$ cat config.mk
export PLATFORM = sky130hd
export DESIGN_NAME = command_frame_receiver_core
export DESIGN_NICKNAME = d
export VERILOG_FILES = /design/src/design/cfr_pkg.sv /design/src/design/command_frame_receiver_core.sv /design/src/design/cfr_ram.sv /design/src/design/cfr_ctrl.sv /design/src/design/cfr_datapath.sv
export SDC_FILE = /design/constraint.sdc
export NUM_CORES = 1
export LEC_CHECK = 0
export BUFFER_PORTS_ARGS = -buffer_cell sky130_fd_sc_hd__buf_2
export CORE_ASPECT_RATIO = 1.2
export CORE_MARGIN = 3
export CORE_UTILIZATION = 45
export DETAILED_ROUTE_END_ITERATION = 16
export REMOVE_ABC_BUFFERS = 1
export SLEW_MARGIN = 20
export SYNTH_ARGS = -nofsm -noshare
export SYNTH_HDL_FRONTEND = slang
export SYNTH_SLANG_ARGS = --single-unit
$ cat constraint.sdc
create_clock -name clk -period 3.5 [get_ports clk]
set_input_delay 1.05 -clock clk [delete_from_list [all_inputs] [get_ports clk]]
set_output_delay 1.05 -clock clk [all_outputs]
set_load 0.02 [all_outputs]
$ cat src/design/cfr_pkg.sv
// Shared types, constants and small lookup functions for the command frame receiver.
// Used by the controller, the datapath and the top level. Depends on nothing.
`timescale 1ns / 1ps

package cfr_pkg;

  // Default values of the top-level parameters.
  localparam int LENGTH_LIMIT_DEF   = 50;
  localparam int STORED_PAYLOAD_DEF = 18;

  // Frame byte values.
  localparam logic [7:0] HDR_FIRST  = 8'hAA;
  localparam logic [7:0] HDR_SECOND = 8'hAF;
  localparam logic [7:0] FUNC_LIMIT = 8'hF1;

  // Function codes.
  localparam logic [7:0] FN_GAIN_LOW  = 8'h10;
  localparam logic [7:0] FN_GAIN_HIGH = 8'h11;
  localparam logic [7:0] FN_DRIVE     = 8'h22;
  localparam logic [7:0] FN_CONTROL   = 8'h02;

  // Subcommand codes of the control function.
  localparam logic [7:0] SUB_READBACK   = 8'h01;
  localparam logic [7:0] SUB_ZERO_GAINS = 8'hA1;
  localparam logic [7:0] SUB_ANGLE_RST  = 8'hA2;
  localparam logic [7:0] SUB_MANUAL     = 8'hA4;
  localparam logic [7:0] SUB_POS_ZEROED = 8'hA5;
  localparam logic [7:0] SUB_AUTO       = 8'hA6;

  // Acknowledge frame bytes.
  localparam logic [7:0] ACK_TAG = 8'hEF;
  localparam logic [7:0] ACK_FN  = 8'h02;
  // Sum of the four fixed acknowledge bytes, the seed of the acknowledge checksum.
  localparam logic [7:0] ACK_CHK_BASE = 8'(HDR_FIRST + HDR_FIRST + ACK_TAG + ACK_FN);

  // Result kinds.
  localparam logic [1:0] KIND_GAIN  = 2'd0;
  localparam logic [1:0] KIND_DRIVE = 2'd1;
  localparam logic [1:0] KIND_CMD   = 2'd2;
  localparam logic [1:0] KIND_ACK   = 2'd3;

  // Control command codes.
  localparam logic [2:0] CMD_READBACK   = 3'd0;
  localparam logic [2:0] CMD_ZERO_GAINS = 3'd1;
  localparam logic [2:0] CMD_ANGLE_RST  = 3'd2;
  localparam logic [2:0] CMD_MANUAL     = 3'd3;
  localparam logic [2:0] CMD_POS_ZEROED = 3'd4;
  localparam logic [2:0] CMD_AUTO       = 3'd5;

  // Result indexes within one frame's burst.
  localparam int IDX_W = 4;
  localparam logic [IDX_W-1:0] GAIN_WORDS     = 4'd9;
  localparam logic [IDX_W-1:0] LAST_GAIN_IDX  = 4'd15;
  localparam logic [IDX_W-1:0] LAST_DRIVE_IDX = 4'd5;
  localparam logic [IDX_W-1:0] LAST_CMD_IDX   = 4'd0;
  localparam logic [IDX_W-1:0] ACK_IDX_HDR_A  = 4'd9;
  localparam logic [IDX_W-1:0] ACK_IDX_HDR_B  = 4'd10;
  localparam logic [IDX_W-1:0] ACK_IDX_TAG    = 4'd11;
  localparam logic [IDX_W-1:0] ACK_IDX_FN     = 4'd12;
  localparam logic [IDX_W-1:0] ACK_IDX_FUNC   = 4'd13;
  localparam logic [IDX_W-1:0] ACK_IDX_SUM    = 4'd14;

  // Commands from the controller to the datapath.
  typedef struct packed {
    logic             sum_init;
    logic             sum_add;
    logic             func_load;
    logic             len_load;
    logic             pay_step;
    logic             pay_write;
    logic             issue;
    logic             issue_last;
    logic [IDX_W-1:0] issue_idx;
  } ctl_cmd_t;

  // Status from the datapath to the controller.
  typedef struct packed {
    logic b_hdr_first;
    logic b_hdr_second;
    logic b_func_ok;
    logic b_len_ok;
    logic rem_zero;
    logic rem_one;
    logic sum_ok;
    logic fn_gain;
    logic fn_drive;
    logic fn_control;
    logic issue_ready;
  } ctl_stat_t;

  // Motor offset of gain result idx within its group of three motors.
  function automatic logic [2:0] gain_motor(input logic [IDX_W-1:0] idx);
    logic [2:0] m;
    case (idx)
      4'd0, 4'd1, 4'd2: m = 3'd0;
      4'd3, 4'd4, 4'd5: m = 3'd1;
      4'd6, 4'd7, 4'd8: m = 3'd2;
      default:          m = 3'd0;
    endcase
    return m;
  endfunction

  // Gain term of gain result idx: proportional, integral, derivative in turn.
  function automatic logic [1:0] gain_term(input logic [IDX_W-1:0] idx);
    logic [1:0] t;
    case (idx)
      4'd0, 4'd3, 4'd6: t = 2'd0;
      4'd1, 4'd4, 4'd7: t = 2'd1;
      4'd2, 4'd5, 4'd8: t = 2'd2;
      default:          t = 2'd0;
    endcase
    return t;
  endfunction

endpackage

$ cat src/design/command_frame_receiver_core.sv
// Command frame receiver: one received byte per transaction in, result transactions out.
// After the checksum byte of a good frame, its first result passes the emit state,
// the build stage and the output register; then one result per cycle (16, 6 or 1)
// follows while out_stall is low. Input is stalled while the results are issued.
// Reset is synchronous: the parser returns to idle and the payload store reads as zero.
`timescale 1ns / 1ps

module command_frame_receiver_core import cfr_pkg::*; #(
  parameter int LENGTH_LIMIT   = LENGTH_LIMIT_DEF,
  parameter int STORED_PAYLOAD = STORED_PAYLOAD_DEF
) (
  input  logic               clk,
  input  logic               rst,
  input  logic               in_valid,
  output logic               in_stall,
  input  logic [7:0]         rx_byte,
  output logic               out_valid,
  input  logic               out_stall,
  output logic [1:0]         kind,
  output logic [2:0]         motor,
  output logic [1:0]         term,
  output logic signed [15:0] value,
  output logic [2:0]         command,
  output logic [7:0]         argument,
  output logic [7:0]         ack_byte,
  output logic               last
);

  ctl_cmd_t  ctl_cmd;
  ctl_stat_t ctl_stat;

  // Frame parser and result sequencer.
  cfr_ctrl u_ctrl (
    .clk      (clk),
    .rst      (rst),
    .in_valid (in_valid),
    .in_stall (in_stall),
    .stat     (ctl_stat),
    .cmd      (ctl_cmd)
  );

  // Counters, payload store and result path.
  cfr_datapath #(
    .LENGTH_LIMIT   (LENGTH_LIMIT),
    .STORED_PAYLOAD (STORED_PAYLOAD)
  ) u_datapath (
    .clk       (clk),
    .rst       (rst),
    .rx_byte   (rx_byte),
    .cmd       (ctl_cmd),
    .stat      (ctl_stat),
    .out_valid (out_valid),
    .out_stall (out_stall),
    .kind      (kind),
    .motor     (motor),
    .term      (term),
    .value     (value),
    .command   (command),
    .argument  (argument),
    .ack_byte  (ack_byte),
    .last      (last)
  );

`ifndef ASSERT_OFF
  // Results are only issued while input bytes are held off.
  a_issue_stalls: assert property (@(posedge clk) disable iff (rst)
    ctl_cmd.issue |-> in_stall)
    else $error("result issued while input was open");

  // The input closes only after a byte was taken.
  a_stall_after_byte: assert property (@(posedge clk) disable iff (rst)
    $rose(in_stall) |-> $past(in_valid))
    else $error("input stalled without an accepted byte");

  // Parse commands never coincide with result issue.
  a_no_parse_in_emit: assert property (@(posedge clk) disable iff (rst)
    ctl_cmd.issue |-> !(ctl_cmd.sum_add || ctl_cmd.pay_write || ctl_cmd.func_load))
    else $error("parse update during result issue");
`endif

endmodule

$ cat src/design/cfr_ram.sv
// Generic single-write, single-read RAM with a registered read port.
// Stands alone; used for the payload store banks.
`timescale 1ns / 1ps

module cfr_ram #(
  parameter int WIDTH = 8,
  parameter int DEPTH = 9
) (
  input  logic                     clk,
  input  logic                     we,
  input  logic [$clog2(DEPTH)-1:0] waddr,
  input  logic [WIDTH-1:0]         wdata,
  input  logic                     re,
  input  logic [$clog2(DEPTH)-1:0] raddr,
  output logic [WIDTH-1:0]         rdata
);

  logic [WIDTH-1:0] mem [DEPTH];

  // Write port.
  always_ff @(posedge clk) begin
    if (we) begin
      mem[waddr] <= wdata;
    end
  end

  // Registered read port; the data holds while re is low.
  always_ff @(posedge clk) begin
    if (re) begin
      rdata <= mem[raddr];
    end
  end

endmodule

$ cat src/design/cfr_ctrl.sv
// Controller of the command frame receiver: the frame parse state machine and the
// sequencer that issues a frame's results. Depends on cfr_pkg.
`timescale 1ns / 1ps

module cfr_ctrl import cfr_pkg::*; (
  input  logic      clk,
  input  logic      rst,
  input  logic      in_valid,
  output logic      in_stall,
  input  ctl_stat_t stat,
  output ctl_cmd_t  cmd
);

  localparam logic [2:0] ST_IDLE = 3'd0;
  localparam logic [2:0] ST_HDR  = 3'd1;
  localparam logic [2:0] ST_FUNC = 3'd2;
  localparam logic [2:0] ST_LEN  = 3'd3;
  localparam logic [2:0] ST_PAY  = 3'd4;
  localparam logic [2:0] ST_SUM  = 3'd5;
  localparam logic [2:0] ST_EMIT = 3'd6;

  logic [2:0]       state, state_next;
  logic [IDX_W-1:0] idx, idx_next;
  logic [IDX_W-1:0] last_idx;
  logic             in_acc;

  // Input bytes are held off only while a frame's results are being issued.
  assign in_stall = (state == ST_EMIT);
  assign in_acc   = in_valid && !in_stall;

  // Index of the final result of the current function.
  always_comb begin
    if (stat.fn_gain) begin
      last_idx = LAST_GAIN_IDX;
    end else if (stat.fn_drive) begin
      last_idx = LAST_DRIVE_IDX;
    end else begin
      last_idx = LAST_CMD_IDX;
    end
  end

  // Next state and datapath commands.
  always_comb begin
    state_next = state;
    idx_next   = idx;
    cmd        = '0;
    cmd.issue_idx = idx;
    case (state)
      ST_IDLE: begin
        if (in_acc && stat.b_hdr_first) begin
          cmd.sum_init = 1'b1;
          state_next   = ST_HDR;
        end
      end
      ST_HDR: begin
        if (in_acc) begin
          if (stat.b_hdr_second) begin
            cmd.sum_add = 1'b1;
            state_next  = ST_FUNC;
          end else begin
            state_next = ST_IDLE;
          end
        end
      end
      ST_FUNC: begin
        if (in_acc) begin
          if (stat.b_func_ok) begin
            cmd.func_load = 1'b1;
            cmd.sum_add   = 1'b1;
            state_next    = ST_LEN;
          end else begin
            state_next = ST_IDLE;
          end
        end
      end
      ST_LEN: begin
        if (in_acc) begin
          if (stat.b_len_ok) begin
            cmd.len_load = 1'b1;
            cmd.sum_add  = 1'b1;
            state_next   = ST_PAY;
          end else begin
            state_next = ST_IDLE;
          end
        end
      end
      ST_PAY: begin
        if (in_acc) begin
          if (stat.rem_zero) begin
            // A zero-length frame: the byte after the length is dropped.
            state_next = ST_IDLE;
          end else begin
            cmd.pay_step  = 1'b1;
            cmd.pay_write = 1'b1;
            cmd.sum_add   = 1'b1;
            if (stat.rem_one) begin
              state_next = ST_SUM;
            end
          end
        end
      end
      ST_SUM: begin
        if (in_acc) begin
          // The checksum byte is stored like a payload byte.
          cmd.pay_write = 1'b1;
          if (stat.sum_ok && (stat.fn_gain || stat.fn_drive || stat.fn_control)) begin
            state_next = ST_EMIT;
            idx_next   = '0;
          end else begin
            state_next = ST_IDLE;
          end
        end
      end
      ST_EMIT: begin
        cmd.issue      = 1'b1;
        cmd.issue_last = (idx == last_idx);
        if (stat.issue_ready) begin
          if (idx == last_idx) begin
            state_next = ST_IDLE;
          end else begin
            idx_next = idx + IDX_W'(1);
          end
        end
      end
      default: begin
        state_next = ST_IDLE;
      end
    endcase
  end

  // State registers.
  always_ff @(posedge clk) begin
    if (rst) begin
      state <= ST_IDLE;
      idx   <= '0;
    end else begin
      state <= state_next;
      idx   <= idx_next;
    end
  end

endmodule

$ cat src/design/cfr_datapath.sv
// Datapath of the command frame receiver: frame counters, running sum, payload store
// banks, result build stage and output register. Depends on cfr_pkg and cfr_ram.
`timescale 1ns / 1ps

module cfr_datapath import cfr_pkg::*; #(
  parameter int LENGTH_LIMIT   = LENGTH_LIMIT_DEF,
  parameter int STORED_PAYLOAD = STORED_PAYLOAD_DEF
) (
  input  logic               clk,
  input  logic               rst,
  input  logic [7:0]         rx_byte,
  input  ctl_cmd_t           cmd,
  output ctl_stat_t          stat,
  output logic               out_valid,
  input  logic               out_stall,
  output logic [1:0]         kind,
  output logic [2:0]         motor,
  output logic [1:0]         term,
  output logic signed [15:0] value,
  output logic [2:0]         command,
  output logic [7:0]         argument,
  output logic [7:0]         ack_byte,
  output logic               last
);

  // Even payload bytes live in one bank and odd ones in the other, so a word is
  // read from both banks at the same address.
  localparam int BANK_DEPTH = (STORED_PAYLOAD + 1) / 2;
  localparam int AW         = $clog2(BANK_DEPTH);

  logic [7:0]            running_sum;
  logic [7:0]            function_code;
  logic [5:0]            bytes_remaining;
  logic [5:0]            payload_count;
  logic [BANK_DEPTH-1:0] even_vld, odd_vld;
  logic                  wr_en;
  logic [AW-1:0]         wr_addr;
  logic [AW-1:0]         rd_addr;
  logic [7:0]            even_q, odd_q;
  logic                  even_ok, odd_ok;
  logic [7:0]            pay_hi, pay_lo;
  logic                  issue_go;

  // Build stage registers.
  logic       a_valid;
  logic [1:0] a_kind;
  logic [2:0] a_motor;
  logic [1:0] a_term;
  logic [7:0] a_ack;
  logic       a_last;
  logic       a_drop, a_move, a_free;
  logic       out_free, out_load;

  // Issue-time result fields.
  logic [1:0] i_kind;
  logic [2:0] i_motor;
  logic [1:0] i_term;
  logic [7:0] i_ack;
  logic [2:0] gain_base;

  // Decoded control command.
  logic       sub_known;
  logic [2:0] sub_cmd;

  // Status toward the controller.
  assign stat.b_hdr_first  = (rx_byte == HDR_FIRST);
  assign stat.b_hdr_second = (rx_byte == HDR_SECOND);
  assign stat.b_func_ok    = (rx_byte < FUNC_LIMIT);
  assign stat.b_len_ok     = (rx_byte < 8'(LENGTH_LIMIT));
  assign stat.rem_zero     = (bytes_remaining == 6'd0);
  assign stat.rem_one      = (bytes_remaining == 6'd1);
  assign stat.sum_ok       = (rx_byte == running_sum);
  assign stat.fn_gain      = (function_code == FN_GAIN_LOW) || (function_code == FN_GAIN_HIGH);
  assign stat.fn_drive     = (function_code == FN_DRIVE);
  assign stat.fn_control   = (function_code == FN_CONTROL);
  assign stat.issue_ready  = a_free;

  // Frame header registers and payload counters.
  always_ff @(posedge clk) begin
    if (rst) begin
      running_sum     <= '0;
      function_code   <= '0;
      bytes_remaining <= '0;
      payload_count   <= '0;
    end else begin
      if (cmd.sum_init) begin
        running_sum <= rx_byte;
      end else if (cmd.sum_add) begin
        running_sum <= running_sum + rx_byte;
      end
      if (cmd.func_load) begin
        function_code <= rx_byte;
      end
      if (cmd.len_load) begin
        bytes_remaining <= rx_byte[5:0];
        payload_count   <= '0;
      end else if (cmd.pay_step) begin
        bytes_remaining <= bytes_remaining - 6'd1;
        payload_count   <= payload_count + 6'd1;
      end
    end
  end

  // Store writes: only bytes that fall inside the store are kept.
  assign wr_en   = cmd.pay_write && ({1'b0, payload_count} < 7'(STORED_PAYLOAD));
  assign wr_addr = AW'(payload_count >> 1);

  // Entries never written read as zero.
  always_ff @(posedge clk) begin
    if (rst) begin
      even_vld <= '0;
      odd_vld  <= '0;
    end else if (wr_en) begin
      if (payload_count[0]) begin
        odd_vld[wr_addr] <= 1'b1;
      end else begin
        even_vld[wr_addr] <= 1'b1;
      end
    end
  end

  // Word index of the result being issued; commands read word zero.
  assign rd_addr  = (cmd.issue_idx < GAIN_WORDS) ? AW'(cmd.issue_idx) : '0;
  assign issue_go = cmd.issue && a_free;

  cfr_ram #(
    .WIDTH (8),
    .DEPTH (BANK_DEPTH)
  ) u_even_bank (
    .clk   (clk),
    .we    (wr_en && !payload_count[0]),
    .waddr (wr_addr),
    .wdata (rx_byte),
    .re    (issue_go),
    .raddr (rd_addr),
    .rdata (even_q)
  );

  cfr_ram #(
    .WIDTH (8),
    .DEPTH (BANK_DEPTH)
  ) u_odd_bank (
    .clk   (clk),
    .we    (wr_en && payload_count[0]),
    .waddr (wr_addr),
    .wdata (rx_byte),
    .re    (issue_go),
    .raddr (rd_addr),
    .rdata (odd_q)
  );

  // Valid flags travel with the read data.
  always_ff @(posedge clk) begin
    if (issue_go) begin
      even_ok <= even_vld[rd_addr];
      odd_ok  <= odd_vld[rd_addr];
    end
  end

  assign pay_hi = even_ok ? even_q : 8'd0;
  assign pay_lo = odd_ok ? odd_q : 8'd0;

  // Result fields that depend on the function, the result index and, for acknowledges, the running sum.
  assign gain_base = (function_code == FN_GAIN_HIGH) ? 3'd3 : 3'd0;

  always_comb begin
    i_kind  = KIND_CMD;
    i_motor = '0;
    i_term  = '0;
    i_ack   = '0;
    if (stat.fn_gain) begin
      if (cmd.issue_idx < GAIN_WORDS) begin
        i_kind  = KIND_GAIN;
        i_motor = gain_base + gain_motor(cmd.issue_idx);
        i_term  = gain_term(cmd.issue_idx);
      end else begin
        i_kind = KIND_ACK;
        case (cmd.issue_idx)
          ACK_IDX_HDR_A: i_ack = HDR_FIRST;
          ACK_IDX_HDR_B: i_ack = HDR_FIRST;
          ACK_IDX_TAG:   i_ack = ACK_TAG;
          ACK_IDX_FN:    i_ack = ACK_FN;
          ACK_IDX_FUNC:  i_ack = function_code;
          ACK_IDX_SUM:   i_ack = running_sum;
          default:       i_ack = ACK_CHK_BASE + function_code + running_sum;
        endcase
      end
    end else if (stat.fn_drive) begin
      i_kind  = KIND_DRIVE;
      i_motor = cmd.issue_idx[2:0];
    end
  end

  // Decode the control subcommand from the first payload byte.
  always_comb begin
    sub_known = 1'b1;
    case (pay_hi)
      SUB_READBACK:   sub_cmd = CMD_READBACK;
      SUB_ZERO_GAINS: sub_cmd = CMD_ZERO_GAINS;
      SUB_ANGLE_RST:  sub_cmd = CMD_ANGLE_RST;
      SUB_MANUAL:     sub_cmd = CMD_MANUAL;
      SUB_POS_ZEROED: sub_cmd = CMD_POS_ZEROED;
      SUB_AUTO:       sub_cmd = CMD_AUTO;
      default: begin
        sub_cmd   = CMD_READBACK;
        sub_known = 1'b0;
      end
    endcase
  end

  // Build stage handshake; an unknown subcommand is discarded here.
  assign out_free = !out_valid || !out_stall;
  assign a_drop   = (a_kind == KIND_CMD) && !sub_known;
  assign a_move   = a_valid && (a_drop || out_free);
  assign a_free   = !a_valid || a_move;
  assign out_load = a_valid && !a_drop && out_free;

  always_ff @(posedge clk) begin
    if (rst) begin
      a_valid <= 1'b0;
    end else if (issue_go) begin
      a_valid <= 1'b1;
    end else if (a_move) begin
      a_valid <= 1'b0;
    end
  end

  always_ff @(posedge clk) begin
    if (issue_go) begin
      a_kind  <= i_kind;
      a_motor <= i_motor;
      a_term  <= i_term;
      a_ack   <= i_ack;
      a_last  <= cmd.issue_last;
    end
  end

  // Output register.
  always_ff @(posedge clk) begin
    if (rst) begin
      out_valid <= 1'b0;
    end else if (out_load) begin
      out_valid <= 1'b1;
    end else if (!out_stall) begin
      out_valid <= 1'b0;
    end
  end

  always_ff @(posedge clk) begin
    if (out_load) begin
      kind     <= a_kind;
      motor    <= a_motor;
      term     <= a_term;
      ack_byte <= a_ack;
      last     <= a_last;
      if ((a_kind == KIND_GAIN) || (a_kind == KIND_DRIVE)) begin
        value <= $signed({pay_hi, pay_lo});
      end else begin
        value <= '0;
      end
      if (a_kind == KIND_CMD) begin
        command  <= sub_cmd;
        argument <= (sub_cmd == CMD_MANUAL) ? pay_lo : 8'd0;
      end else begin
        command  <= '0;
        argument <= '0;
      end
    end
  end

endmodule
==> run_results.csv, run 1 <==
group,metric,value,unit
clocking,path_clk_slew,0.06,ns
grt,grt_pass1_vias,7656,
synthesis,synth_top_area_share,55.21,%
die,core_area,0.02586,sq mm
die,die-width,155.2,um
clocking,post-cts-setup-buffer-count,0,
placed_design,hpwl,17540,um
power_and_ir_drop,pwr-share-comb,3.1,%
synthesis,synth_top_flop_cell,"edfxtp_1",
timing,rsz0062_at_grt,"false",
route,vias,7640,
power_and_ir_drop,p_leak,4.933,nW
die,floorplan.initialDensity,46.47,%
route,totalWireLength,26260,um
run,drv_cap,0,
critical_path,endpoint,"u_datapath.u_even_bank.rdata[2]",
timing,finalSetupViolations,0,
finish,n_antenna_cell,0,
synthesis,yosysUniqueCellTypes,76,
timing,final-hold-violation-count,0,
critical_path,rr_startpoint,"u_ctrl.idx[1]",
power_and_ir_drop,vdd_drop_max,0.3115,mV
power_and_ir_drop,switching_share,19.95,%
synthesis,seq_area_frac_synth,64.70,%
finish,fill_cells,2200,
clocking,cts_hold_buf,0,
synthesis,yosysWarnings,0,
synthesis,synth_area,0.01202,sq mm
critical_path,cp.arrival,3.25,ns
placed_design,port_buffers,56,
route,drtIter0Drc,470,
clocking,cts.sinks,278,
route,drc_errors,0,
die,dieArea,0.02872,sq mm
finish,mostFrequentLayoutCell,"edfxtp_1",
critical_path,crit_fanout,18,
critical_path,cp-start-kind,"register",
grt,antenna_found_initial,0,
timing,fin_skew,0.01153,ns
clocking,htreeDepth,1,
placed_design,place_congestion,0.8150,
power_and_ir_drop,p_sw,1.383,mW
timing,post-route-period-util,84.48,%
finish,layout.cells.most_common_list,"edfxtp_1, nor2_1, nand2_1",
finish,nNetsFinal,1082,
power_and_ir_drop,internal_power,5.550,mW
power_and_ir_drop,pwr_density_cell,500.2,mW/mm^2
die,num_io_pins,57,
route,wl_per_cell,18.90,um
synthesis,ys_top_cells_by_area,"edfxtp_1, dfxtp_1, nor2_1",
power_and_ir_drop,p_clk_share,45.3,%
grt,grt_usage,18.52,%
critical_path,r2r-end,"u_datapath.u_even_bank.rdata[2]",
die,die_h,185.0,um
critical_path,r2r_slack,0.54,ns
route,antenna_left,0,
finish,drive_above_1_share,17.75,%
timing,worst_pin_slew,0.7064,ns
die,fp-row-count,64,
critical_path,reg2regPathDepth,10,
synthesis,synth-edff-count,221,
timing,whs,0.4177,ns
critical_path,crit_path_start,"u_ctrl.idx[1]",
power_and_ir_drop,pwr-share-seq,51.7,%
finish,seq_area,0.007777,sq mm
timing,fmax,0.3382,GHz
synthesis,synth_top_area_cell,"edfxtp_1",
power_and_ir_drop,p_total,6.934,mW
critical_path,path_class,"register to register",
grt,overflow,0,
grt,grt_pass1_wl,41990,um
synthesis,synthCells,953,
critical_path,cp.required,3.79,ns
synthesis,async_reset_ff_share,0,%
clocking,insertion_delay,0.54,ns
synthesis,synth.avg_cell_area,12.61,sq um
finish,area_delta_synth_final,15.33,%
grt,grt_max_degree,50,
timing,slew_violations,0,
status,status,"complete, no violations",
clocking,cts_tree,"yes",
route,drt_first_pass_iters,5,
timing,final.min_clock_period,2.957,ns
critical_path,end_kind,"register",
clocking,clockRootBuffer,"clkbuf_16",
timing,max_slew_margin,52.84,%
synthesis,ys_seq_elements,278,
finish,multi_input_area,0.003976,sq mm
route,vias_per_cell,5.500,
clocking,clock_path_buffers,3,
clocking,cts_buffers,27,
clocking,cts_resized,0,
hold_path,min_path_type,"register to register",
[through the flow]
stage	worst slack, ns	TNS, ns	std cells	utilization [%]	area, sq um
floorplan	-0.2284	-9.823	910	-	11840
global placement	0.3955	0	1339	49.81	12880
detailed placement	0.3380	0	1339	49.81	12880
CTS	0.5110	0	1389	53.60	13860
global route	0.2199	0	1389	53.60	13860
finish	0.5432	0	1389	53.60	13860
[critical path, cell delays in order (launching register included)]
cell and delay [ns]:
dfxtp_1 0.56, inv_1 0.18, ha_1 0.24, nand2b_1 0.09, nand2_1 0.08, nand2_1 0.34
nand2_1 0.45, o21ai_0 0.45, nor2_1 0.07, a21oi_1 0.16, a21oi_1 0.08
[layout make-up]
type / count / area share (%)
Timing Repair Buffer: 99 / 4.440
Multi-Input combinational cell: 605 / 28.68
Inverter: 27 / 0.7310
Clock buffer: 32 / 5.153
Sequential cell: 278 / 56.10
Tap cell: 330 / 2.978
Clock inverter: 18 / 1.913
[power groups by stage]
| stage | clock network (mW) | registers [mW] | logic [mW] |
|---|---|---|---|
| floorplan | 0 | 3.65 | 0.111 |
| global placement | 0 | 3.66 | 0.212 |
| detailed placement | 0 | 3.66 | 0.214 |
| CTS | 3.21 | 3.58 | 0.215 |
| global route | 3.33 | 3.58 | 0.237 |
| finish | 3.14 | 3.58 | 0.212 |
[worst min-delay path by stage]
stage	startpoint	endpoint	slack, ns	cells after the start
after detailed placement	u_datapath.a_motor[0]	u_datapath.motor[0]	0.41	0
after floorplan	u_datapath.a_ack[0]	u_datapath.ack_byte[0]	0.40	0
after global routing	u_datapath.a_term[1]	u_datapath.term[1]	0.43	0
after global placement	u_datapath.a_ack[5]	u_datapath.ack_byte[5]	0.40	0
final	u_datapath.a_ack[4]	u_datapath.ack_byte[4]	0.42	0
after CTS	u_datapath.a_ack[4]	u_datapath.ack_byte[4]	0.42	0
[cells by family after synthesis]
logic type      share of synthesized area, %
fa+ha+maj                              3.518
buf+inv                                2.311
xor+xnor                               1.603
simple gates                           13.34
compound gates                         9.691
mux                                    4.830
flops                                  64.70
[cell usage after synthesis, drive strengths merged, types with 4 or more instances]
cell type,instances
buf,8
a22oi,7
a221oi,4
nor4,5
nor2,132
nand2b,11
dfxtp,57
clkbuf,35
xor2,12
a31oi,25
ha,29
o21ai,31
o21ba,4
mux2i,14
nand4,8
nor2b,7
nor3b,8
mux4,18
a21o,6
and2,17
inv,27
edfxtp,221
xnor2,10
nor3,39
nand2,79
a211oi,6
a21oi,76
nand3,9
[layer usage]
| metal | vias up | part of all wire (%) | GRT usage (%) |
|---|---|---|---|
| met5 | - | 0 | 0 |
| met4 | 0 | 2.0 | 4.869 |
| met3 | 31 | 5.0 | 2.430 |
| met2 | 184 | 48 | 30.50 |
| met1 | 3722 | 45 | 26.26 |
| li1 | 3703 | - | - |
[registers in the layout (all words and copies together), names as in the netlist, 4 cells and up, named ones only]
name,flops
u_datapath.u_even_bank.mem,72
u_datapath.u_odd_bank.mem,72
u_datapath.value,16
u_datapath.even_vld,9
u_datapath.odd_vld,9
u_datapath.a_ack,8
u_datapath.ack_byte,8
u_datapath.argument,8
u_datapath.function_code,8
u_datapath.running_sum,8
u_datapath.u_even_bank.rdata,8
u_datapath.u_odd_bank.rdata,8
u_datapath.bytes_remaining,6
u_datapath.payload_count,6
u_ctrl.idx,4
Power figures use the tool's default switching activity.
==> inputs of run 2 (changes only) <==
==> constraint.sdc (replaced) <==
create_clock -name clk -period 2.5 [get_ports clk]
set_input_delay 0.75 -clock clk [delete_from_list [all_inputs] [get_ports clk]]
set_output_delay 0.75 -clock clk [all_outputs]
set_load 0.02 [all_outputs]
==> run_results.csv, run 2 (synthesis gave the netlist of run 1 again) <==
group,metric,value,unit
power_and_ir_drop,vdd_drop_max,0.4538,mV
clocking,insertion_delay,0.54,ns
grt,overflow,0,
finish,n_antenna_cell,0,
die,die-width,155.2,um
timing,max_slew_margin,59.41,%
clocking,htreeDepth,1,
grt,grt_usage,18.65,%
critical_path,cp.required,1.75,ns
route,totalWireLength,26680,um
timing,worst_slack,0.1148,ns
critical_path,critPathMaxStageDelay,0.50,ns
grt,antenna_found_initial,0,
placed_design,pre_cts_ws,-0.3980,ns
power_and_ir_drop,p_leak,5.207,nW
timing,post-route-period-util,95.41,%
finish,mostFrequentLayoutCell,"edfxtp_1",
die,floorplan.initialDensity,46.47,%
power_and_ir_drop,pwr_density_cell,647.1,mW/mm^2
clocking,clockRootBuffer,"clkbuf_16",
die,fp-row-count,64,
critical_path,crit_fanout,9,
grt,grt-busiest-layer,"met2",
grt,grt_pass1_wl,42350,um
critical_path,critPathBufInv,3,
clocking,path_clk_slew,0.06,ns
timing,final-hold-violation-count,0,
timing,fmax,0.4193,GHz
critical_path,end_kind,"output pin",
placed_design,hpwl,18380,um
finish,drive_above_1_share,23.30,%
timing,final.min_clock_period,2.385,ns
placed_design,port_buffers,56,
timing,final.setup.tns,0,ns
finish,layout.cells.most_common_list,"edfxtp_1, nor2_1, buf_4",
critical_path,cp.arrival,1.64,ns
die,num_io_pins,57,
finish,area_delta_synth_final,19.28,%
route,drt_first_pass_iters,5,
grt,use_met2,30.34,%
route,vias,7819,
timing,slew_violations,0,
critical_path,path_class,"register to output pin",
clocking,cts_tree,"yes",
finish,top_regs,"u_datapath.u_even_bank.mem: 72 flops, u_datapath.u_odd_bank.mem: 72 flops, u_datapath.value: 16 flops",
finish,multi_input_area,0.004096,sq mm
run,drv_cap,0,
timing,whs,0.4194,ns
route,vias_per_cell,5.407,
critical_path,crit_slowest_cell,"dfxtp_1",
clocking,cts.sinks,278,
grt,grt_max_degree,50,
die,core_area,0.02586,sq mm
critical_path,cp-start-kind,"register",
route,drtIter0Drc,552,
finish,nNetsFinal,1139,
grt,grt_pass1_vias,7762,
critical_path,critPathTopFamily,"flip-flops",
die,dieArea,0.02872,sq mm
die,die_h,185.0,um
grt,use_met1,26.83,%
placed_design,dp.cells,1394,
finish,fill_cells,2159,
route,wl_per_cell,18.45,um
timing,worst_pin_slew,0.6071,ns
route,drc_errors,0,
clocking,clock_path_buffers,3,
grt,grtUsageMet3,2.360,%
finish,seq_area,0.007779,sq mm
hold_path,min_path_type,"register to register",
critical_path,cp_cell_sequence,"nand3b_2 -> buf_4 -> inv_1 -> buf_2",
clocking,cts_buffers,27,
route,antenna_left,0,
timing,finalSetupViolations,0,
timing,fin_skew,0.006886,ns
power_and_ir_drop,p_total,9.278,mW
status,status,"complete, no violations",
placed_design,place_congestion,0.8256,
finish,final_cells,1446,
[run 2: cell count changes in the layout (fill, tap and decap cells not counted), moves of 3 or more]
| cell | delta |
|---|---|
| a21oi_1 | -3 |
| bufinv_16 | -4 |
| nor3b_1 | -3 |
| clkinvlp_4 | -3 |
| nand2_1 | -3 |
| nand2_2 | +3 |
| buf_4 | +52 |
| clkinv_1 | +3 |
| a21oi_2 | +3 |
| clkbuf_1 | +3 |
| buf_12 | +4 |
[run 2: layout make-up]
cell class,instances,area share [%]
Multi-Input combinational cell,605,28.57
Tap cell,330,2.880
Timing Repair Buffer,156,7.653
Clock buffer,33,4.870
Clock inverter,17,1.065
Sequential cell,278,54.25
Inverter,27,0.7069
[run 2: worst reg2reg max path, cell delays in order (launching register included)]
cell and delay (ns):
dfxtp_1 0.32, buf_4 0.17, ha_1 0.31, nor4_2 0.29, buf_4 0.16, o211a_4 0.17, a31oi_2 0.12, nand2_1 0.10
a21oi_1 0.06, nor3_4 0.27, mux2i_1 0.24, nor2_1 0.06
[run 2: layer usage]
metal / up-vias / part of all wire, %
met1: 3766 / 47
met4: 0 / 2.2
met3: 39 / 4.6
li1: 3813 / -
met2: 201 / 46
met5: - / 0
[run 2: final timing paths]
kind / slack, ns / cells past startpoint / start / end
hold / removal: 0.42 / 0 / u_datapath.a_ack[4] / u_datapath.ack_byte[4]
setup / recovery: 0.11 / 4 / u_ctrl.state[0] / in_stall
hold reg to reg: 0.42 / 0 / u_datapath.a_ack[4] / u_datapath.ack_byte[4]
setup reg to reg: 0.12 / 11 / u_datapath.running_sum[1] / register
[run 2: stage by stage]
stage               util [%]  cell area (sq um)
floorplan                  -              11840
global placement       51.60              13350
detailed placement     51.60              13350
CTS                    54.94              14210
global route           55.43              14340
finish                 55.43              14340
[run 2: power breakdown]
part	total, mW	switching, mW	internal, mW
combinational	0.369	0.217	0.152
sequential	5.01	0.0254	4.98
clock	3.90	1.69	2.21
[run 2: timing repair]
item / CTS / global route
setup buffers: 0 / 2
pin swaps: 0 / 7
setup endpoints to repair: 5 / 115
gates cloned: 0 / 0
hold buffers: 0 / 0
endpoints found under the hold margin: 0 / 0
resized for setup: 3 / 26
==> inputs of run 3 (changes only) <==
--- a/config.mk
+++ b/config.mk
@@ -6,9 +6,10 @@
 export NUM_CORES = 1
 export LEC_CHECK = 0
 export BUFFER_PORTS_ARGS = -buffer_cell sky130_fd_sc_hd__buf_2
-export CORE_ASPECT_RATIO = 1.2
+export CORE_ASPECT_RATIO = 0.7
 export CORE_MARGIN = 3
 export CORE_UTILIZATION = 45
+export CTS_BUF_LIST = sky130_fd_sc_hd__clkbuf_16
 export DETAILED_ROUTE_END_ITERATION = 16
 export REMOVE_ABC_BUFFERS = 1
 export SLEW_MARGIN = 20
==> run_results.csv, run 3 (synthesis gave the netlist of run 1 again) <==
group,metric,value,unit
die,num_io_pins,57,
finish,top_regs,"u_datapath.u_even_bank.mem: 72 flops, u_datapath.u_odd_bank.mem: 72 flops, u_datapath.value: 16 flops",
finish,mostFrequentLayoutCell,"edfxtp_1",
finish,drive_above_1_share,24.20,%
finish,area_delta_synth_final,20.32,%
timing,fmax,0.4083,GHz
timing,final.min_clock_period,2.449,ns
placed_design,place_congestion,0.8342,
timing,finalSetupViolations,0,
die,die-width,201.3,um
route,wl_per_cell,19.63,um
finish,n_antenna_cell,0,
die,die_h,142.7,um
route,drc_errors,0,
status,status,"complete, no violations",
clocking,insertion_delay,0.54,ns
placed_design,port_buffers,56,
placed_design,hpwl,20090,um
power_and_ir_drop,vdd_drop_max,0.5589,mV
route,totalWireLength,29150,um
route,vias_per_cell,5.397,
power_and_ir_drop,p_total,9.335,mW
timing,fin_skew,0.007393,ns
die,fp-row-count,49,
clocking,cts_tree,"yes",
die,dieArea,0.02874,sq mm
route,drtIter0Drc,773,
grt,grt_max_degree,50,
run,drv_cap,0,
clocking,clockRootBuffer,"clkbuf_16",
die,floorplan.initialDensity,46.24,%
power_and_ir_drop,pwr_density_cell,645.4,mW/mm^2
critical_path,crit_path_start,"u_datapath.function_code[2]",
critical_path,cp.required,2.79,ns
timing,final-hold-violation-count,0,
timing,rsz0062_at_grt,"true",
route,vias,8014,
timing,slew_violations,0,
clocking,clock_path_buffers,3,
clocking,cts_buffers,26,
critical_path,rr_startpoint,"u_datapath.function_code[2]",
critical_path,r2r_slack,0.05,ns
critical_path,cp-start-kind,"register",
route,drt_first_pass_iters,5,
critical_path,cp.arrival,2.74,ns
timing,worst_pin_slew,0.5759,ns
clocking,htreeDepth,1,
finish,fill_cells,2232,
die,core_area,0.02599,sq mm
grt,grt_pass1_wl,44480,um
clocking,cts.sinks,278,
finish,nNetsFinal,1152,
finish,layout.cells.most_common_list,"edfxtp_1, nor2_1, buf_4",
critical_path,path_class,"register to register",
timing,final.setup.tns,0,ns
route,antenna_left,0,
grt,antenna_found_initial,0,
grt,grt_pass1_vias,7448,
power_and_ir_drop,p_leak,5.286,nW
timing,post-route-period-util,97.96,%
timing,max_slew_margin,61.35,%
clocking,path_clk_slew,0.06,ns
grt,overflow,0,
critical_path,end_kind,"register",
hold_path,hp-start,"u_datapath.a_term[1]",
grt,grt_usage,20.12,%
hold_path,min_path_type,"register to register",
critical_path,crit_fanout,4,
clocking,cts_hold_buf,0,
## run 3: routing by layer
| layer | wire length (um) | vias up | GRT usage, % |
|---|---|---|---|
| li1 | - | 3835 | - |
| met1 | 14790 | 3891 | 32.92 |
| met2 | 11860 | 258 | 27.55 |
| met3 | 2064 | 30 | 4.580 |
| met4 | 433 | 0 | 3.302 |
| met5 | 0 | - | 0 |
## run 3: repair_timing
action / 4_1_cts / 5_1_grt
endpoints found under the setup margin: 5 / 148
resized for setup: 3 / 20
setup buffers: 0 / 4
pin swaps: 0 / 9
## run 3: power breakdown
part	leakage, nW	internal (mW)	total, mW	switching, mW
Combinational	2.46	0.147	0.359	0.212
Sequential	2.40	4.98	5.01	0.0313
Clock	0.428	2.27	3.96	1.69
Total	5.29	7.40	9.33	1.93
## run 3: worst max-delay path, cell delays in order, from the launching register on
cell	delay, ns
dfxtp_2	0.39
inv_1	0.06
ha_1	0.29
inv_1	0.07
ha_1	0.30
a21o_1	0.17
a21o_1	0.20
a21oi_1	0.16
nor2_1	0.05
nor2_1	0.11
xnor2_1	0.10
a21oi_2	0.22
nor2_1	0.07
## run 3: stage by stage
stage               utilization, %  hold WS (ns)  cell area (sq um)  cells  worst slack (ns)
floorplan                        -        0.4003              11840    910            -1.228
global placement             51.87        0.4009              13480   1433           -0.1671
detailed placement           51.87        0.4045              13480   1433           -0.2364
CTS                          55.21        0.4191              14350   1481         -0.005987
finish                       55.64        0.4183              14460   1485           0.05092
global route                 55.64        0.4265              14460   1485          -0.02736
## run 3: final cells by class
| class | count | area [sq um] | area share, % |
|---|---|---|---|
| Clock buffer | 27 | 675.6 | 4.672 |
| Multi-Input combinational cell | 605 | 4060 | 28.07 |
| Sequential cell | 278 | 7780 | 53.79 |
| Timing Repair Buffer | 170 | 1215 | 8.400 |
| Clock inverter | 21 | 183.9 | 1.272 |
| Inverter | 27 | 101.3 | 0.7008 |
| Tap cell | 357 | 446.7 | 3.089 |
## run 3: path summary, 6_finish.rpt
kind,end,depth (start not counted)
worst max-delay path,u_datapath.a_ack[6],12
worst min-delay path,u_datapath.term[1],0
worst max register to register,u_datapath.a_ack[6],12
worst min register to register,u_datapath.term[1],0
